<file path="config.mk">
export PLATFORM = sky130hd
export DESIGN_NAME = checksummed_message_framer_core_flat
export DESIGN_NICKNAME = d
export VERILOG_FILES = /design/src/hw/rtl/cmf_pkg.sv /design/src/hw/rtl/cmf_in_if.sv /design/src/hw/rtl/cmf_out_if.sv /design/src/hw/rtl/cmf_in_stage.sv /design/src/hw/rtl/cmf_seq.sv /design/src/hw/rtl/cmf_out_stage.sv /design/src/hw/rtl/checksummed_message_framer_core.sv /design/src/flat_wrapper.sv
export SDC_FILE = /design/constraint.sdc
export NUM_CORES = 1
export LEC_CHECK = 0
export BUFFER_PORTS_ARGS = -buffer_cell sky130_fd_sc_hd__buf_4
export CELL_PAD_IN_SITES_DETAIL_PLACEMENT = 0
export CELL_PAD_IN_SITES_GLOBAL_PLACEMENT = 1
export CORE_ASPECT_RATIO = 0.9
export CORE_MARGIN = 4
export CORE_UTILIZATION = 35
export CTS_CLUSTER_SIZE = 16
export DETAILED_ROUTE_END_ITERATION = 8
export GPL_ROUTABILITY_DRIVEN = 0
export PLACE_DENSITY = 0.73
export RECOVER_POWER = 100
export SYNTH_ARGS = -nofsm -noshare
export SYNTH_HDL_FRONTEND = slang
export SYNTH_HIERARCHICAL = 1
export SYNTH_SLANG_ARGS = --single-unit
</file>
<file path="constraint.sdc">
create_clock -name i_clk -period 10.85 [get_ports i_clk]
set_input_delay 1.085 -clock i_clk [delete_from_list [all_inputs] [get_ports i_clk]]
set_output_delay 1.085 -clock i_clk [all_outputs]
set_load 0.01 [all_outputs]
</file>
<file path="src/hw/rtl/cmf_pkg.sv">
// ----------------------------------------------------------------------------
// cmf_pkg
// shared types and constants of the checksummed message framer
// ----------------------------------------------------------------------------
package cmf_pkg;

    localparam int unsigned BYTE_W = 8;
    localparam int unsigned REM_W  = 9;

    localparam logic [BYTE_W-1:0] FRAME_HEAD  = 8'hFF;
    localparam logic [BYTE_W-1:0] FRAME_TAIL  = 8'hEF;
    localparam logic [BYTE_W:0]   SUM_MODULUS = 9'd255;

    typedef struct packed {
        logic              start_of_frame;
        logic [BYTE_W-1:0] sender_ident;
        logic [BYTE_W-1:0] receiver_ident;
        logic [BYTE_W-1:0] length_field;
        logic [BYTE_W-1:0] payload_byte;
    } t_in_word;

    typedef struct packed {
        logic              fire;
        logic [BYTE_W-1:0] frame_byte;
        logic              frame_last;
    } t_emit;

endpackage

</file>
<file path="src/hw/rtl/cmf_in_if.sv">
// ----------------------------------------------------------------------------
// cmf_in_if
// payload byte channel with frame header fields
// ----------------------------------------------------------------------------
interface cmf_in_if;
    logic       valid;
    logic       ready;
    logic       start_of_frame;
    logic [7:0] sender_ident;
    logic [7:0] receiver_ident;
    logic [7:0] length_field;
    logic [7:0] payload_byte;

    modport source (
        output valid, start_of_frame, sender_ident, receiver_ident,
               length_field, payload_byte,
        input  ready
    );
    modport sink (
        input  valid, start_of_frame, sender_ident, receiver_ident,
               length_field, payload_byte,
        output ready
    );
endinterface

</file>
<file path="src/hw/rtl/cmf_out_if.sv">
// ----------------------------------------------------------------------------
// cmf_out_if
// framed byte channel
// ----------------------------------------------------------------------------
interface cmf_out_if;
    logic       valid;
    logic       ready;
    logic [7:0] frame_byte;
    logic       frame_last;

    modport source (
        output valid, frame_byte, frame_last,
        input  ready
    );
    modport sink (
        input  valid, frame_byte, frame_last,
        output ready
    );
endinterface

</file>
<file path="src/hw/rtl/cmf_in_stage.sv">
// ----------------------------------------------------------------------------
// cmf_in_stage
// input register, holds one word until the sequencer has finished it
// ----------------------------------------------------------------------------
module cmf_in_stage (
    input  logic             i_clk,
    input  logic             i_rst_n,
    cmf_in_if.sink           i_in,
    input  logic             i_done,
    output logic             o_valid,
    output cmf_pkg::t_in_word o_word
);

    logic              r_valid;
    cmf_pkg::t_in_word r_word;
    logic              accept;

    assign i_in.ready = !r_valid || i_done;
    assign accept     = i_in.valid && i_in.ready;

    always_ff @(posedge i_clk) begin
        if (!i_rst_n) begin
            r_valid <= 1'b0;
        end else if (accept) begin
            r_valid <= 1'b1;
        end else if (i_done) begin
            r_valid <= 1'b0;
        end
    end

    always_ff @(posedge i_clk) begin
        if (accept) begin
            r_word.start_of_frame <= i_in.start_of_frame;
            r_word.sender_ident   <= i_in.sender_ident;
            r_word.receiver_ident <= i_in.receiver_ident;
            r_word.length_field   <= i_in.length_field;
            r_word.payload_byte   <= i_in.payload_byte;
        end
    end

    assign o_valid = r_valid;
    assign o_word  = r_word;

endmodule

</file>
<file path="src/hw/rtl/cmf_seq.sv">
// ----------------------------------------------------------------------------
// cmf_seq
// frame sequencer: picks the next frame byte, keeps the running checksum,
// the remaining payload count and the open-frame flag
// ----------------------------------------------------------------------------
module cmf_seq (
    input  logic              i_clk,
    input  logic              i_rst_n,
    input  logic              i_valid,
    input  cmf_pkg::t_in_word i_word,
    input  logic              i_out_load,
    output cmf_pkg::t_emit    o_emit,
    output logic              o_done
);

    typedef enum logic [2:0] {
        P_START,
        P_HEAD,
        P_SND,
        P_RCV,
        P_LEN,
        P_PAY,
        P_SUM,
        P_TAIL
    } t_phase;

    t_phase                             r_phase, n_phase, cur;
    logic                               r_open, n_open;
    logic [cmf_pkg::REM_W-1:0]          r_rem, n_rem;
    logic [cmf_pkg::BYTE_W-1:0]         r_sum, n_sum;
    logic                               active, fire, last_pay;
    logic [cmf_pkg::BYTE_W-1:0]         sel_byte, sum_in;
    logic [cmf_pkg::BYTE_W:0]           sum_raw;
    logic [cmf_pkg::BYTE_W-1:0]         sum_mod;

    assign cur      = (r_phase == P_START)
                    ? (i_word.start_of_frame ? P_HEAD : P_PAY) : r_phase;
    assign active   = i_valid && (i_word.start_of_frame || r_open);
    assign fire     = active && i_out_load;
    assign last_pay = (r_rem == cmf_pkg::REM_W'(1));

    always_comb begin
        unique case (cur)
            P_HEAD:  sel_byte = cmf_pkg::FRAME_HEAD;
            P_SND:   sel_byte = i_word.sender_ident;
            P_RCV:   sel_byte = i_word.receiver_ident;
            P_LEN:   sel_byte = i_word.length_field;
            P_PAY:   sel_byte = i_word.payload_byte;
            P_SUM:   sel_byte = r_sum;
            P_TAIL:  sel_byte = cmf_pkg::FRAME_TAIL;
            default: sel_byte = i_word.payload_byte;
        endcase
    end

    // modulo 255 add, both operands stay below 2 * 255
    assign sum_in  = (cur == P_HEAD) ? '0 : r_sum;
    assign sum_raw = {1'b0, sum_in} + {1'b0, sel_byte};
    assign sum_mod = (sum_raw >= cmf_pkg::SUM_MODULUS)
                   ? cmf_pkg::BYTE_W'(sum_raw - cmf_pkg::SUM_MODULUS)
                   : cmf_pkg::BYTE_W'(sum_raw);

    always_comb begin
        n_phase = r_phase;
        n_open  = r_open;
        n_rem   = r_rem;
        n_sum   = r_sum;
        o_done  = i_valid && !active;
        if (fire) begin
            unique case (cur)
                P_HEAD: begin
                    n_sum   = sum_mod;
                    n_phase = P_SND;
                end
                P_SND: begin
                    n_sum   = sum_mod;
                    n_phase = P_RCV;
                end
                P_RCV: begin
                    n_sum   = sum_mod;
                    n_phase = P_LEN;
                end
                P_LEN: begin
                    n_sum   = sum_mod;
                    n_open  = 1'b1;
                    n_rem   = {1'b0, i_word.length_field} + cmf_pkg::REM_W'(1);
                    n_phase = P_PAY;
                end
                P_PAY: begin
                    n_sum   = sum_mod;
                    n_rem   = r_rem - cmf_pkg::REM_W'(1);
                    n_phase = last_pay ? P_SUM : P_START;
                    o_done  = !last_pay;
                end
                P_SUM: begin
                    n_phase = P_TAIL;
                end
                P_TAIL: begin
                    n_sum   = '0;
                    n_open  = 1'b0;
                    n_phase = P_START;
                    o_done  = 1'b1;
                end
                default: begin
                    n_phase = P_START;
                end
            endcase
        end
    end

    always_ff @(posedge i_clk) begin
        if (!i_rst_n) begin
            r_phase <= P_START;
            r_open  <= 1'b0;
            r_rem   <= '0;
            r_sum   <= '0;
        end else begin
            r_phase <= n_phase;
            r_open  <= n_open;
            r_rem   <= n_rem;
            r_sum   <= n_sum;
        end
    end

    assign o_emit.fire       = fire;
    assign o_emit.frame_byte = sel_byte;
    assign o_emit.frame_last = (cur == P_TAIL);

endmodule

</file>
<file path="src/hw/rtl/cmf_out_stage.sv">
// ----------------------------------------------------------------------------
// cmf_out_stage
// output register of the framed byte channel
// ----------------------------------------------------------------------------
module cmf_out_stage (
    input  logic           i_clk,
    input  logic           i_rst_n,
    input  cmf_pkg::t_emit i_emit,
    output logic           o_load,
    cmf_out_if.source      o_out
);

    logic                       r_valid;
    logic [cmf_pkg::BYTE_W-1:0] r_byte;
    logic                       r_last;

    assign o_load = !r_valid || o_out.ready;

    always_ff @(posedge i_clk) begin
        if (!i_rst_n) begin
            r_valid <= 1'b0;
        end else if (o_load) begin
            r_valid <= i_emit.fire;
        end
    end

    always_ff @(posedge i_clk) begin
        if (o_load && i_emit.fire) begin
            r_byte <= i_emit.frame_byte;
            r_last <= i_emit.frame_last;
        end
    end

    assign o_out.valid      = r_valid;
    assign o_out.frame_byte = r_byte;
    assign o_out.frame_last = r_last;

endmodule

</file>
<file path="src/hw/rtl/checksummed_message_framer_core.sv">
// ----------------------------------------------------------------------------
// checksummed_message_framer_core
// builds checksummed byte frames from a stream of payload words
// ----------------------------------------------------------------------------
// Each accepted word is held in an input register while the sequencer moves
// its frame bytes, one per cycle unless the output stalls, into the output
// register. A continuing payload word emits only its payload byte, so payload
// streams at one word per cycle when not stalled; a word that opens a frame
// emits 0xFF, sender, receiver, length and payload, and the word that closes
// a frame adds the checksum and the trailer 0xEF. A word with no frame open
// is dropped without emitting a byte. Back-pressure on the output stalls the
// sequencer and, through it, the input.
// ----------------------------------------------------------------------------
module checksummed_message_framer_core (
    input  logic      i_clk,
    input  logic      i_rst_n,
    cmf_in_if.sink    i_in,
    cmf_out_if.source o_out
);

    logic              in_valid;
    cmf_pkg::t_in_word in_word;
    logic              done;
    logic              out_load;
    cmf_pkg::t_emit    emit;

    cmf_in_stage u_in_stage (
        .i_clk   (i_clk),
        .i_rst_n (i_rst_n),
        .i_in    (i_in),
        .i_done  (done),
        .o_valid (in_valid),
        .o_word  (in_word)
    );

    cmf_seq u_seq (
        .i_clk      (i_clk),
        .i_rst_n    (i_rst_n),
        .i_valid    (in_valid),
        .i_word     (in_word),
        .i_out_load (out_load),
        .o_emit     (emit),
        .o_done     (done)
    );

    cmf_out_stage u_out_stage (
        .i_clk   (i_clk),
        .i_rst_n (i_rst_n),
        .i_emit  (emit),
        .o_load  (out_load),
        .o_out   (o_out)
    );

endmodule

</file>
<file path="src/flat_wrapper.sv">
// flat-port wrapper written by rule: the top's interface ports become plain ports
module checksummed_message_framer_core_flat 
  (i_clk, i_rst_n, i_in_valid, i_in_start_of_frame, i_in_sender_ident, i_in_receiver_ident, i_in_length_field, i_in_payload_byte, i_in_ready, o_out_valid, o_out_frame_byte, o_out_frame_last, o_out_ready);
  cmf_in_if i_in_i ();
  cmf_out_if o_out_i ();
  input  logic i_clk;
  input  logic i_rst_n;
  input wire logic [$bits(i_in_i.valid)-1:0] i_in_valid;
  input wire logic [$bits(i_in_i.start_of_frame)-1:0] i_in_start_of_frame;
  input wire logic [$bits(i_in_i.sender_ident)-1:0] i_in_sender_ident;
  input wire logic [$bits(i_in_i.receiver_ident)-1:0] i_in_receiver_ident;
  input wire logic [$bits(i_in_i.length_field)-1:0] i_in_length_field;
  input wire logic [$bits(i_in_i.payload_byte)-1:0] i_in_payload_byte;
  output wire logic [$bits(i_in_i.ready)-1:0] i_in_ready;
  output wire logic [$bits(o_out_i.valid)-1:0] o_out_valid;
  output wire logic [$bits(o_out_i.frame_byte)-1:0] o_out_frame_byte;
  output wire logic [$bits(o_out_i.frame_last)-1:0] o_out_frame_last;
  input wire logic [$bits(o_out_i.ready)-1:0] o_out_ready;
  assign i_in_i.valid = i_in_valid;
  assign i_in_i.start_of_frame = i_in_start_of_frame;
  assign i_in_i.sender_ident = i_in_sender_ident;
  assign i_in_i.receiver_ident = i_in_receiver_ident;
  assign i_in_i.length_field = i_in_length_field;
  assign i_in_i.payload_byte = i_in_payload_byte;
  assign i_in_ready = i_in_i.ready;
  assign o_out_valid = o_out_i.valid;
  assign o_out_frame_byte = o_out_i.frame_byte;
  assign o_out_frame_last = o_out_i.frame_last;
  assign o_out_i.ready = o_out_ready;
  checksummed_message_framer_core u_core (.i_clk(i_clk), .i_rst_n(i_rst_n), .i_in(i_in_i), .o_out(o_out_i));
endmodule
</file>
==> summary.txt, run 1 <==
Status
  – Status: finished with violations
  – Failing checks: max-capacitance violations, max-slew violations

Logic synthesis
  – Synth warn: 6
  – Number of synthesized flops with an enable pin: 42
  – Post-Synthesis Cells: 351
  – Async SR Flop Fraction: 0%
  – Simple-Gate Fraction of Synth Area: 16.1%
  – Seq cells post-synth: 65
  – Synth cell types: 66
  – Post-synthesis mux area share: 3.04%
  – Syn avg cell area: 10.3 sq um
  – Main combinational cell family by area after synthesis: compound AO/OA/AOI/OAI gates
  – Adder-cell area share of the yosys netlist: 4.69%
  – Compound-cell area share of the yosys netlist: 22.6%
  – Sequential share of the synthesized area: 47.5%
  – Mapped Area: 3630 sq um
  – Synth Area in XOR/XNOR: 3.41%
  – Synth Flop Type: edfxtp_1
  – Syn_nets: 401

Setup path
  – Max FO, Critical Path: 31
  – R2R Setup Slk: 5.46 ns
  – Reg-to-reg endpoint: u_core/u_seq/r_sum[5]$_SDFFE_PN0P_
  – R2r worst-path depth: 11
  – CP delay by family, top: compound AO/OA/AOI/OAI gates
  – Most frequent CP cell: or3_1
  – Setup CP Type: flop to flop
  – Slowest cell on the critical path: nor4b_1
  – Worst r2r src: u_core/u_seq/r_phase[0]$_SDFFE_PN0P_
  – Critical Path AT: 5.60 ns
  – Worst path required time: 11.06 ns
  – Crit end category: flop
  – Critical Path, Cell by Cell: or3_1 -> a21o_1 -> nor2_1 -> a221oi_1 -> ha_1 -> a211oi_1 -> o22ai_2 -> nor4b_1 -> a41oi_4 -> and3_1 -> or3_1
  – WP buf/inv: 0
  – Slowest stage delay, CP: 1.00 ns
  – Startpoint Class: flop

Floorplanning
  – DIE WIDTH: 115 um
  – Initial Util: 36.8%
  – Die Span Y: 105 um
  – Core Region: 9870 sq um
  – Die Area: 12100 sq um
  – IO Count: 48
  – FP Rows: 34

Timing
  – Worst slew margin: -41.1%
  – Slew of the pin with the lowest slew margin: 2.11 ns
  – Fin Hold WS: 0.495 ns
  – Max-slew violations: 34
  – Fmax: 185 MHz
  – RSZ-0062 raised after global routing: no
  – Clock skew: 0.0121 ns
  – Final setup vio count: 0
  – Setup_tns: 0 ns
  – Crit path time final: 5.39 ns
  – Final Hold Viols: 0
  – Final worst-path cycle share: 49.7%

Layout
  – Post-layout util: 43.3%
  – Nets@finish: 445
  – # diodes: 0
  – # fillers: 961
  – Layout cells sized above 1: 15.3%
  – Area delta synth->final: 17.8%

CTS
  – Clock latency on the worst-skew pair: 0.34 ns
  – CTS tree: done
  – Root Buffer: clkbuf_16
  – Num CTS Buffers: 9
  – Hold-fix buffers, CTS: 0
  – CTS max path bufs: 2
  – Worst-path clk slew: 0.06 ns
  – Post-CTS setup buffers: 0
  – Resized cells post-CTS: 0
  – Clk sinks: 65
  – CTS HTree Levels: 3

Job
  – Max-cap violation count: 1

Power
  – Clock power share: 38.3%
  – Net Sw Frac: 30.2%
  – Leakage power: 1.56 nW
  – Logic pwr share: 20.4%
  – Int Pwr: 0.000498 W
  – Seq pwr share: 41.3%
  – Pwr/cell area: 167 nW/um^2
  – Worst VDD drop: 0.0994 mV
  – NetSw: 0.000216 W

Worst hold path
  – Hold EP: u_core/u_seq/r_rem[3]$_SDFFE_PN0P_
  – Hold depth: 2
  – Hold path start: u_core/u_seq/r_rem[3]$_SDFFE_PN0P_
  – Hold Crit Class: flop to flop

Global route
  – Largest net degree at the start of global routing: 34
  – Tot GR Track Use: 15.0%
  – Total grt overflow: 0
  – First-pass GRT wire length: 14300 um
  – Vias in the first global route: 2753
  – Initial antenna violation count: 0

Placed design
  – Hpwl dp: 6470 um
  – Buffers on Ports: 47

Detailed routing
  – WL per Instance: 16.6 um
  – DRC Markers: 0
  – Antenna Nets Post-Route: 0
  – WL final: 8750 um
  – Iter 0 DRT Violations: 186
  – Detailed Routing Iterations Pass 1: 4
  – Vias/cell: 5.42
  – Vias: 2853
-- how the worst max path moves through the flow --
| stage | startpoint | to | slack, ns | cells after the start |
|---|---|---|---|---|
| floorplan | u_core/u_in_stage/o_word[32]$_DFFE_PP_ | u_core/u_seq/r_sum[5]$_SDFFE_PN0P_ | 7.12 | 13 |
| global placement | u_core/u_seq/r_phase[0]$_SDFFE_PN0P_ | u_core/u_seq/r_sum[5]$_SDFFE_PN0P_ | 6.54 | 11 |
| detailed placement | u_core/u_seq/r_phase[0]$_SDFFE_PN0P_ | u_core/u_seq/r_sum[5]$_SDFFE_PN0P_ | 6.33 | 11 |
| CTS | u_core/u_seq/r_phase[0]$_SDFFE_PN0P_ | u_core/u_seq/r_sum[5]$_SDFFE_PN0P_ | 6.32 | 11 |
| global route | u_core/u_seq/r_phase[0]$_SDFFE_PN0P_ | u_core/u_seq/r_sum[5]$_SDFFE_PN0P_ | 4.91 | 11 |
| finish | u_core/u_seq/r_phase[0]$_SDFFE_PN0P_ | u_core/u_seq/r_sum[5]$_SDFFE_PN0P_ | 5.46 | 11 |
-- worst min-delay path, cell delays in order (launching register included) --
cell	delay (ns)
dfxtp_1	0.33
inv_1	0.07
a21oi_1	0.05
-- sequential cells by signal, summed over array words and instances, names as in the netlist --
signal / flops
u_core/u_in_stage/o_word: 33
u_core/u_seq/r_rem: 9
u_core/u_out_stage/o_out.frame_byte: 8
u_core/u_seq/r_sum: 8
u_core/u_seq/r_phase: 3
u_core/u_in_stage/o_valid: 1
u_core/u_out_stage/o_out.frame_last: 1
u_core/u_out_stage/o_out.valid: 1
u_core/u_seq/r_open: 1
-- stage by stage --
step / area (sq um) / std cells / power [W] / setup slack (ns)
6_report: 4270 / 526 / 0.000714 / 5.46
5_1_grt: 4270 / 526 / 0.000747 / 4.91
4_1_cts: 4370 / 526 / 0.000729 / 6.32
3_5_place_dp: 4090 / 510 / 0.000452 / 6.33
3_3_place_gp: 4090 / 510 / 0.000450 / 6.54
2_1_floorplan: 3630 / 351 / 0.000409 / 7.12
-- Yosys cell counts (3+ instances only) --
cell | n | area, sq um
a21boi_0 | 3 | 22.5
a21o_1 | 3 | 22.5
a21oi_1 | 30 | 150
a221oi_1 | 3 | 26.3
and2_1 | 10 | 62.6
and3_1 | 7 | 43.8
buf_1 | 3 | 11.3
clkbuf_1 | 11 | 41.3
dfxtp_1 | 23 | 460
edfxtp_1 | 42 | 1260
ha_1 | 12 | 150
inv_1 | 9 | 33.8
mux2i_1 | 11 | 110
nand2_1 | 13 | 48.8
nand2b_1 | 3 | 18.8
nand3_1 | 9 | 45.0
nand4_1 | 4 | 25.0
nor2_1 | 34 | 128
nor2b_1 | 7 | 43.8
nor3_1 | 4 | 20.0
nor4_1 | 3 | 18.8
o211ai_1 | 4 | 30.0
o21ai_0 | 28 | 140
o21bai_1 | 4 | 30.0
o22ai_1 | 8 | 50.1
o31ai_1 | 3 | 22.5
or3_1 | 4 | 25.0
xnor2_1 | 8 | 70.1
xor2_1 | 3 | 26.3
-- cell usage in the layout, fill, tap and decap left out, types with 5 or more instances in the layout --
cell	n
and3_1	7
clkbuf_1	11
ha_1	12
inv_1	9
a21oi_1	30
o21ai_0	29
clkbuf_16	9
nor2b_1	7
mux2i_1	11
clkbuf_4	34
xnor2_1	8
dfxtp_1	23
nand2_1	13
nand2b_1	5
nand3_1	9
and2_1	9
nor2_1	34
edfxtp_1	42
o22ai_1	8
-- power groups by stage --
stage | clock network [W] | registers [W] | logic [W]
floorplan | 0 | 0.000294 | 0.000115
global placement | 0 | 0.000300 | 0.000151
detailed placement | 0 | 0.000300 | 0.000152
CTS | 0.000281 | 0.000295 | 0.000153
global route | 0.000289 | 0.000297 | 0.000162
finish | 0.000273 | 0.000295 | 0.000146
-- cell families after synthesis --
| group | count (synthesis) |
|---|---|
| mux | 11 |
| fa+ha+maj | 13 |
| compound gates | 117 |
| buf+inv | 25 |
| flops | 65 |
| xor+xnor | 12 |
| simple gates | 108 |
-- area by class of cell --
class	instances	area [sq um]	area share [%]
multi-input cells	261	1760	41.1
flip-flops and latches	65	1720	40.3
repair buffers	49	327	7.64
clock buffers	9	225	5.27
well taps	126	158	3.69
clock inverters	7	52.6	1.23
inverters	9	33.8	0.791
-- metal layers --
metal	global-route usage, %	up-vias	routed length, um
met2	20.7	80	3660
met3	3.70	13	478
li1	-	1420	-
met5	0	-	0
met1	22.4	1340	4450
met4	5.95	0	166
No activity file was read; power rests on OpenSTA's default activity.
==> run 2: changes to the inputs <==
Settings changed: PLACE_DENSITY 0.73 to 0.76.
Clock period 10.85 ns to 4.7 ns, I/O delays scaled along.
==> summary.txt, run 2 (synthesized netlist as in run 1, its figures left out) <==
Status
  – Status: finished with violations
  – Failing checks: max-capacitance violations, max-slew violations

Layout
  – # diodes: 0 (unchanged)
  – Most common cell after layout, fill and taps aside: edfxtp_1
  – Most frequent cells in the layout: edfxtp_1 (42), nor2_1 (34), clkbuf_4 (33)
  – Nets@finish: 448 (+0.67%)
  – Max FFs per register: 33 (unchanged)
  – Layout cells sized above 1: 16.1% (+0.88 points)
  – Post-route design area: 4340 sq um (+1.5%)
  – Area delta synth->final: 19.6%

Setup path
  – Slowest stage delay, CP: 0.63 ns (-0.37 ns)
  – Critical Path, Cell by Cell: or3_1 -> a21o_1 -> o22ai_1 -> a21oi_1 -> ha_1 -> fa_1 -> a211oi_2 -> o22ai_2 -> nor4b_2 -> a41oi_4 -> and3_1 -> or3_1
  – Setup CP Type: flop to flop
  – WP buf/inv: 0 (unchanged)
  – R2r worst-path depth: 12 (+1)
  – Crit end category: flop
  – Stages on worst setup path: 12 (+1)
  – Max FO, Critical Path: 17 (-45%)
  – Critical Path AT: 4.41 ns (-1.19 ns)
  – Worst r2r src: u_core/u_in_stage/o_word[32]$_DFFE_PP_
  – Worst path required time: 4.92 ns (-6.14 ns)
  – Reg-to-reg endpoint: u_core/u_seq/r_sum[5]$_SDFFE_PN0P_
  – Critical Path Source: u_core/u_in_stage/o_word[32]$_DFFE_PP_
  – CP delay by family, top: simple AND/OR/NAND/NOR gates
  – Most frequent CP cell: or3_1
  – Slowest cell on the critical path: nor4b_2
  – R2R Setup Slk: 0.50 ns (-4.95 ns)
  – Startpoint Class: flop

Floorplanning
  – DIE WIDTH: 115 um (unchanged)
  – Initial Util: 36.8% (unchanged)
  – IO Count: 48 (unchanged)
  – Core Region: 9870 sq um (unchanged)
  – Die Area: 12100 sq um (unchanged)
  – Die Span Y: 105 um (unchanged)
  – FP Rows: 34 (unchanged)

Timing
  – Final Hold Viols: 0 (unchanged)
  – Max-slew violations: 34 (unchanged)
  – Crit path time final: 4.20 ns (-1.20 ns)
  – Final worst-path cycle share: 89.3% (+40 points)
  – Final setup vio count: 0 (unchanged)
  – Worst slew margin: -42.2% (-1.2 points)
  – Slew of the pin with the lowest slew margin: 2.13 ns (+0.0175 ns)
  – Clock skew: 0.0138 ns (+0.00172 ns)
  – RSZ-0062 raised after global routing: no
  – Setup_tns: 0 ns (unchanged)
  – Fmax: 238 MHz (+29%)

Job
  – Max-cap violation count: 1 (unchanged)

Worst hold path
  – Hold Crit Class: primary input to flop
  – Hold EP: u_core/u_in_stage/o_word[18]$_DFFE_PP_
  – Hold depth: 1 (-1)
  – Hold path start: i_in_receiver_ident[2]

Power
  – Pwr/cell area: 393 nW/um^2 (+130%)
  – Leakage power: 1.59 nW (+1.8%)
  – Worst VDD drop: 0.232 mV (+130%)

CTS
  – Resized cells post-CTS: 0 (unchanged)
  – Hold-fix buffers, CTS: 0 (unchanged)
  – Root Buffer: clkbuf_16
  – Clock latency on the worst-skew pair: 0.33 ns (about the same)
  – CTS HTree Levels: 3 (unchanged)
  – CTS tree: done
  – CTS max path bufs: 2 (unchanged)
  – Post-CTS setup buffers: 0 (unchanged)
  – Clk sinks: 65 (unchanged)
  – Worst-path clk slew: 0.06 ns (about the same)
  – Num CTS Buffers: 9 (unchanged)

Detailed routing
  – Iter 0 DRT Violations: 157 (-16%)
  – Detailed Routing Iterations Pass 1: 4 (unchanged)
  – Vias/cell: 5.43 (about the same)
  – DRC Markers: 0 (unchanged)
  – Vias: 2871 (+0.63%)
  – WL final: 8700 um (-0.59%)
  – WL per Instance: 16.4 um (-1.2%)
  – Antenna Nets Post-Route: 0 (unchanged)

Placed design
  – Cell Area, Placed: 4110 sq um (+0.55%)
  – Hpwl dp: 6460 um (about the same)
  – Buffers on Ports: 47 (unchanged)

Global route
  – Tot GR Track Use: 14.9% (-0.094 points)
  – Largest net degree at the start of global routing: 34 (unchanged)
  – Total grt overflow: 0 (unchanged)
  – First-pass GRT wire length: 14300 um (about the same)
  – Initial antenna violation count: 0 (unchanged)
  – Vias in the first global route: 2734 (-0.69%)
==> run 2: worst reg2reg max path, delay by kind of cell, from the launching register on <==
family,cells,cell delay (ns)
fa+ha+maj,2,0.77
compound gates,6,1.34
flops,1,0.46
simple gates,4,1.52
==> run 2: stage by stage <==
step / power (W) / util (%) / hold slack [ns] / setup slack, ns / instances
2_1_floorplan: 0.000944 / - / 0.431 / 0.967 / 351
3_3_place_gp: 0.00104 / 41.6 / 0.464 / 0.793 / 513
3_5_place_dp: 0.00104 / 41.6 / 0.473 / 0.688 / 513
4_1_cts: 0.00173 / 44.7 / 0.297 / 0.670 / 529
5_1_grt: 0.00178 / 44.0 / 0.321 / 0.246 / 529
6_report: 0.00170 / 44.0 / 0.331 / 0.503 / 529
==> run 2: metal layers <==
layer / vias up / part of all wire [%] / global-route usage, %
met5: - / 0 / 0
met2: 99 / 41 / 19.9
met4: 0 / 1.4 / 4.95
met3: 9 / 6.0 / 3.35
met1: 1335 / 52 / 23.5
li1: 1428 / - / -
==> run 2: power breakdown <==
group	total (W)	switching, W	internal (W)
combinational	0.000342	0.000200	0.000142
sequential	0.000680	0.0000294	0.000651
clock	0.000681	0.000266	0.000415
total	0.00170	0.000495	0.00121
==> run 2: how the worst max path moves through the flow <==
stage | endpoint | slack, ns
2_1_floorplan | u_core/u_seq/r_sum[5]$_SDFFE_PN0P_ | 0.97
6_report | u_core/u_seq/r_sum[5]$_SDFFE_PN0P_ | 0.50
4_1_cts | u_core/u_seq/r_sum[5]$_SDFFE_PN0P_ | 0.67
3_5_place_dp | u_core/u_seq/r_sum[5]$_SDFFE_PN0P_ | 0.69
3_3_place_gp | u_core/u_seq/r_sum[5]$_SDFFE_PN0P_ | 0.79
5_1_grt | u_core/u_seq/r_sum[5]$_SDFFE_PN0P_ | 0.25
==> run 2: area by class of cell <==
| class | count | area, sq um |
|---|---|---|
| clock buffers | 9 | 225 |
| clock inverters | 7 | 76.3 |
| fillers | 953 | 5530 |
| well taps | 126 | 158 |
| flip-flops and latches | 65 | 1720 |
| inverters | 9 | 33.8 |
| repair buffers | 52 | 345 |
| multi-input cells | 261 | 1780 |
==> run 3: changes to the inputs <==
Settings changed: CORE_UTILIZATION 35 to 41, PLACE_DENSITY 0.76 to 0.85.
==> summary.txt, run 3 (synthesized netlist as in run 1, its figures left out) <==
CTS
  – CTS max path bufs: 2 (unchanged)
  – Resized cells post-CTS: 0 (unchanged)
  – Hold-fix buffers, CTS: 0 (unchanged)
  – Root Buffer: clkbuf_8
  – Num CTS Buffers: 9 (unchanged)
  – CTS tree: done
  – Clk sinks: 65 (unchanged)
  – CTS HTree Levels: 3 (unchanged)
  – Worst-path clk slew: 0.08 ns (+0.02 ns)
  – Clock latency on the worst-skew pair: 0.34 ns (about the same)
  – Post-CTS setup buffers: 0 (unchanged)

Detailed routing
  – WL final: 8590 um (-1.3%)
  – Vias: 2930 (+2.1%)
  – WL per Instance: 16.5 um (+0.46%)
  – Iter 0 DRT Violations: 290 (+85%)
  – Vias/cell: 5.63 (+3.8%)
  – Detailed Routing Iterations Pass 1: 5 (+1)
  – DRC Markers: 0 (unchanged)
  – Antenna Nets Post-Route: 0 (unchanged)

Setup path
  – Slowest cell on the critical path: dfxtp_1
  – Max FO, Critical Path: 13 (-4)
  – Critical Path AT: 4.41 ns (about the same)
  – Slowest stage delay, CP: 0.53 ns (-0.10 ns)
  – Critical Path, Cell by Cell: clkbuf_1 -> nand2b_1 -> nor2_1 -> a21oi_1 -> o22ai_1 -> a21oi_1 -> ha_1 -> fa_1 -> a21o_1 -> a211oi_1 -> nor4b_4 -> a41oi_4 -> and3_1 -> or3_1
  – Most frequent CP cell: a21oi_1
  – Worst r2r src: u_core/u_seq/r_phase[2]$_SDFFE_PN0P_
  – R2r worst-path depth: 14 (+2)
  – Setup CP Type: flop to flop
  – Crit end category: flop
  – Worst path required time: 4.93 ns (about the same)
  – R2R Setup Slk: 0.51 ns (about the same)
  – Reg-to-reg endpoint: u_core/u_seq/r_sum[5]$_SDFFE_PN0P_
  – Startpoint Class: flop

Layout
  – Max FFs per register: 33 (unchanged)
  – Most common cell after layout, fill and taps aside: edfxtp_1
  – Most frequent cells in the layout: edfxtp_1 (42), nor2_1 (34), clkbuf_4 (33)
  – Nets@finish: 446 (-0.45%)
  – Post-layout util: 49.5% (+5.5 points)
  – Non-filler cells, final: 520 (-1.7%)
  – Area delta synth->final: 17.4%
  – Layout cells sized above 1: 15.7% (-0.42 points)
  – # fillers: 776 (-19%)
  – # diodes: 0 (unchanged)

Worst hold path
  – Hold path start: i_in_length_field[4]
  – Hold depth: 1 (unchanged)
  – Hold Crit Class: primary input to flop
  – Hold EP: u_core/u_in_stage/o_word[12]$_DFFE_PP_

Timing
  – Slew of the pin with the lowest slew margin: 2.06 ns (-0.0737 ns)
  – Final Hold Viols: 0 (unchanged)
  – RSZ-0062 raised after global routing: no
  – Fin Hold WS: 0.323 ns (-0.00802 ns)
  – Final worst-path cycle share: 89.1% (-0.19 points)
  – Fmax: 239 MHz (+0.21%)
  – Worst slew margin: -37.3% (+4.9 points)
  – Max-slew violations: 34 (unchanged)
  – Crit path time final: 4.19 ns (-0.00889 ns)
  – Clock skew: 0.0105 ns (-0.00335 ns)
  – Setup_tns: 0 ns (unchanged)
  – Final setup vio count: 0 (unchanged)

Power
  – Seq pwr share: 42.8% (+2.9 points)
  – Net Sw Frac: 29.3% (+0.24 points)
  – Logic pwr share: 22.0% (+1.9 points)
  – Worst VDD drop: 0.273 mV (+18%)
  – Pwr/cell area: 374 nW/um^2 (-4.7%)
  – Int Pwr: 0.00113 W (-6.8%)
  – Clock power share: 35.2% (-4.8 points)
  – Tot Pwr: 0.00159 W (-6.5%)
  – NetSw: 0.000467 W (-5.7%)
  – Leakage power: 1.56 nW (-1.8%)

Global route
  – First-pass GRT wire length: 13700 um (-4.0%)
  – Largest net degree at the start of global routing: 34 (unchanged)
  – Tot GR Track Use: 16.5% (+1.6 points)
  – Vias in the first global route: 2705 (-1.1%)
  – Initial antenna violation count: 0 (unchanged)
  – Total grt overflow: 0 (unchanged)

Placed design
  – Hpwl dp: 6260 um (-3.2%)
  – Placed insts: 504 (-1.8%)
  – Buffers on Ports: 47 (unchanged)

Floorplanning
  – Initial Util: 42.1% (+5.4 points)
  – Die Span Y: 97.2 um (-7.0%)
  – Die Area: 10400 sq um (-14%)
  – FP Rows: 32 (-5.9%)
  – DIE WIDTH: 107 um (-7.1%)
  – IO Count: 48 (unchanged)
  – Core Region: 8610 sq um (-13%)

Job
  – Max-cap violation count: 1 (unchanged)

Status
  – Status: finished with violations
  – Failing checks: max-capacitance violations, max-slew violations
## run 3: metrics by stage
stage               instance area, sq um  setup WS (ns)
finish                              4260          0.512
global placement                    4090          0.733
detailed placement                  4090          0.623
floorplan                           3630          0.967
global route                        4260          0.227
CTS                                 4320          0.591
## run 3: worst max path at each step
stage               cells after the start  slack [ns]                                   start                                 end
floorplan                              13        0.97  u_core/u_in_stage/o_word[32]$_DFFE_PP_  u_core/u_seq/r_sum[5]$_SDFFE_PN0P_
global placement                       12        0.73    u_core/u_seq/r_phase[2]$_SDFFE_PN0P_  u_core/u_seq/r_sum[5]$_SDFFE_PN0P_
detailed placement                     12        0.62    u_core/u_seq/r_phase[2]$_SDFFE_PN0P_  u_core/u_seq/r_sum[5]$_SDFFE_PN0P_
CTS                                    12        0.59  u_core/u_in_stage/o_word[32]$_DFFE_PP_  u_core/u_seq/r_sum[5]$_SDFFE_PN0P_
global route                           14        0.23    u_core/u_seq/r_phase[2]$_SDFFE_PN0P_  u_core/u_seq/r_sum[5]$_SDFFE_PN0P_
finish                                 14        0.51    u_core/u_seq/r_phase[2]$_SDFFE_PN0P_  u_core/u_seq/r_sum[5]$_SDFFE_PN0P_
## run 3: critical path, delay by kind of cell, from the launching register on
| kind | cells | cell delay [ns] |
|---|---|---|
| simple gates | 5 | 1.53 |
| compound gates | 6 | 1.00 |
| fa+ha+maj | 2 | 0.59 |
| flops | 1 | 0.53 |
| buf+inv | 1 | 0.42 |
## run 3: power groups by stage
stage | Sequential [W] | Combinational, W | Clock [W]
after floorplan | 0.000679 | 0.000265 | 0
final | 0.000681 | 0.000351 | 0.000561
after CTS | 0.000680 | 0.000355 | 0.000571
after global routing | 0.000685 | 0.000386 | 0.000595
after detailed placement | 0.000691 | 0.000352 | 0
after global placement | 0.000692 | 0.000345 | 0
## run 3: area by class of cell
class / instances / area [sq um] / share of cell area, %
clock buffers: 11 / 151 / 3.56
clock inverters: 5 / 85.1 / 2.00
multi-input cells: 261 / 1790 / 42.0
well taps: 119 / 149 / 3.50
flip-flops and latches: 65 / 1720 / 40.4
inverters: 9 / 33.8 / 0.793
repair buffers: 50 / 330 / 7.76
## run 3: per-layer routing
layer  track usage, %  wire length, um  vias to the layer above
met2             22.9             3670                      130
li1                 -                -                     1414
met3             4.58              511                       16
met5                0                0                        -
met4             5.21              176                        0
met1             24.7             4230                     1370
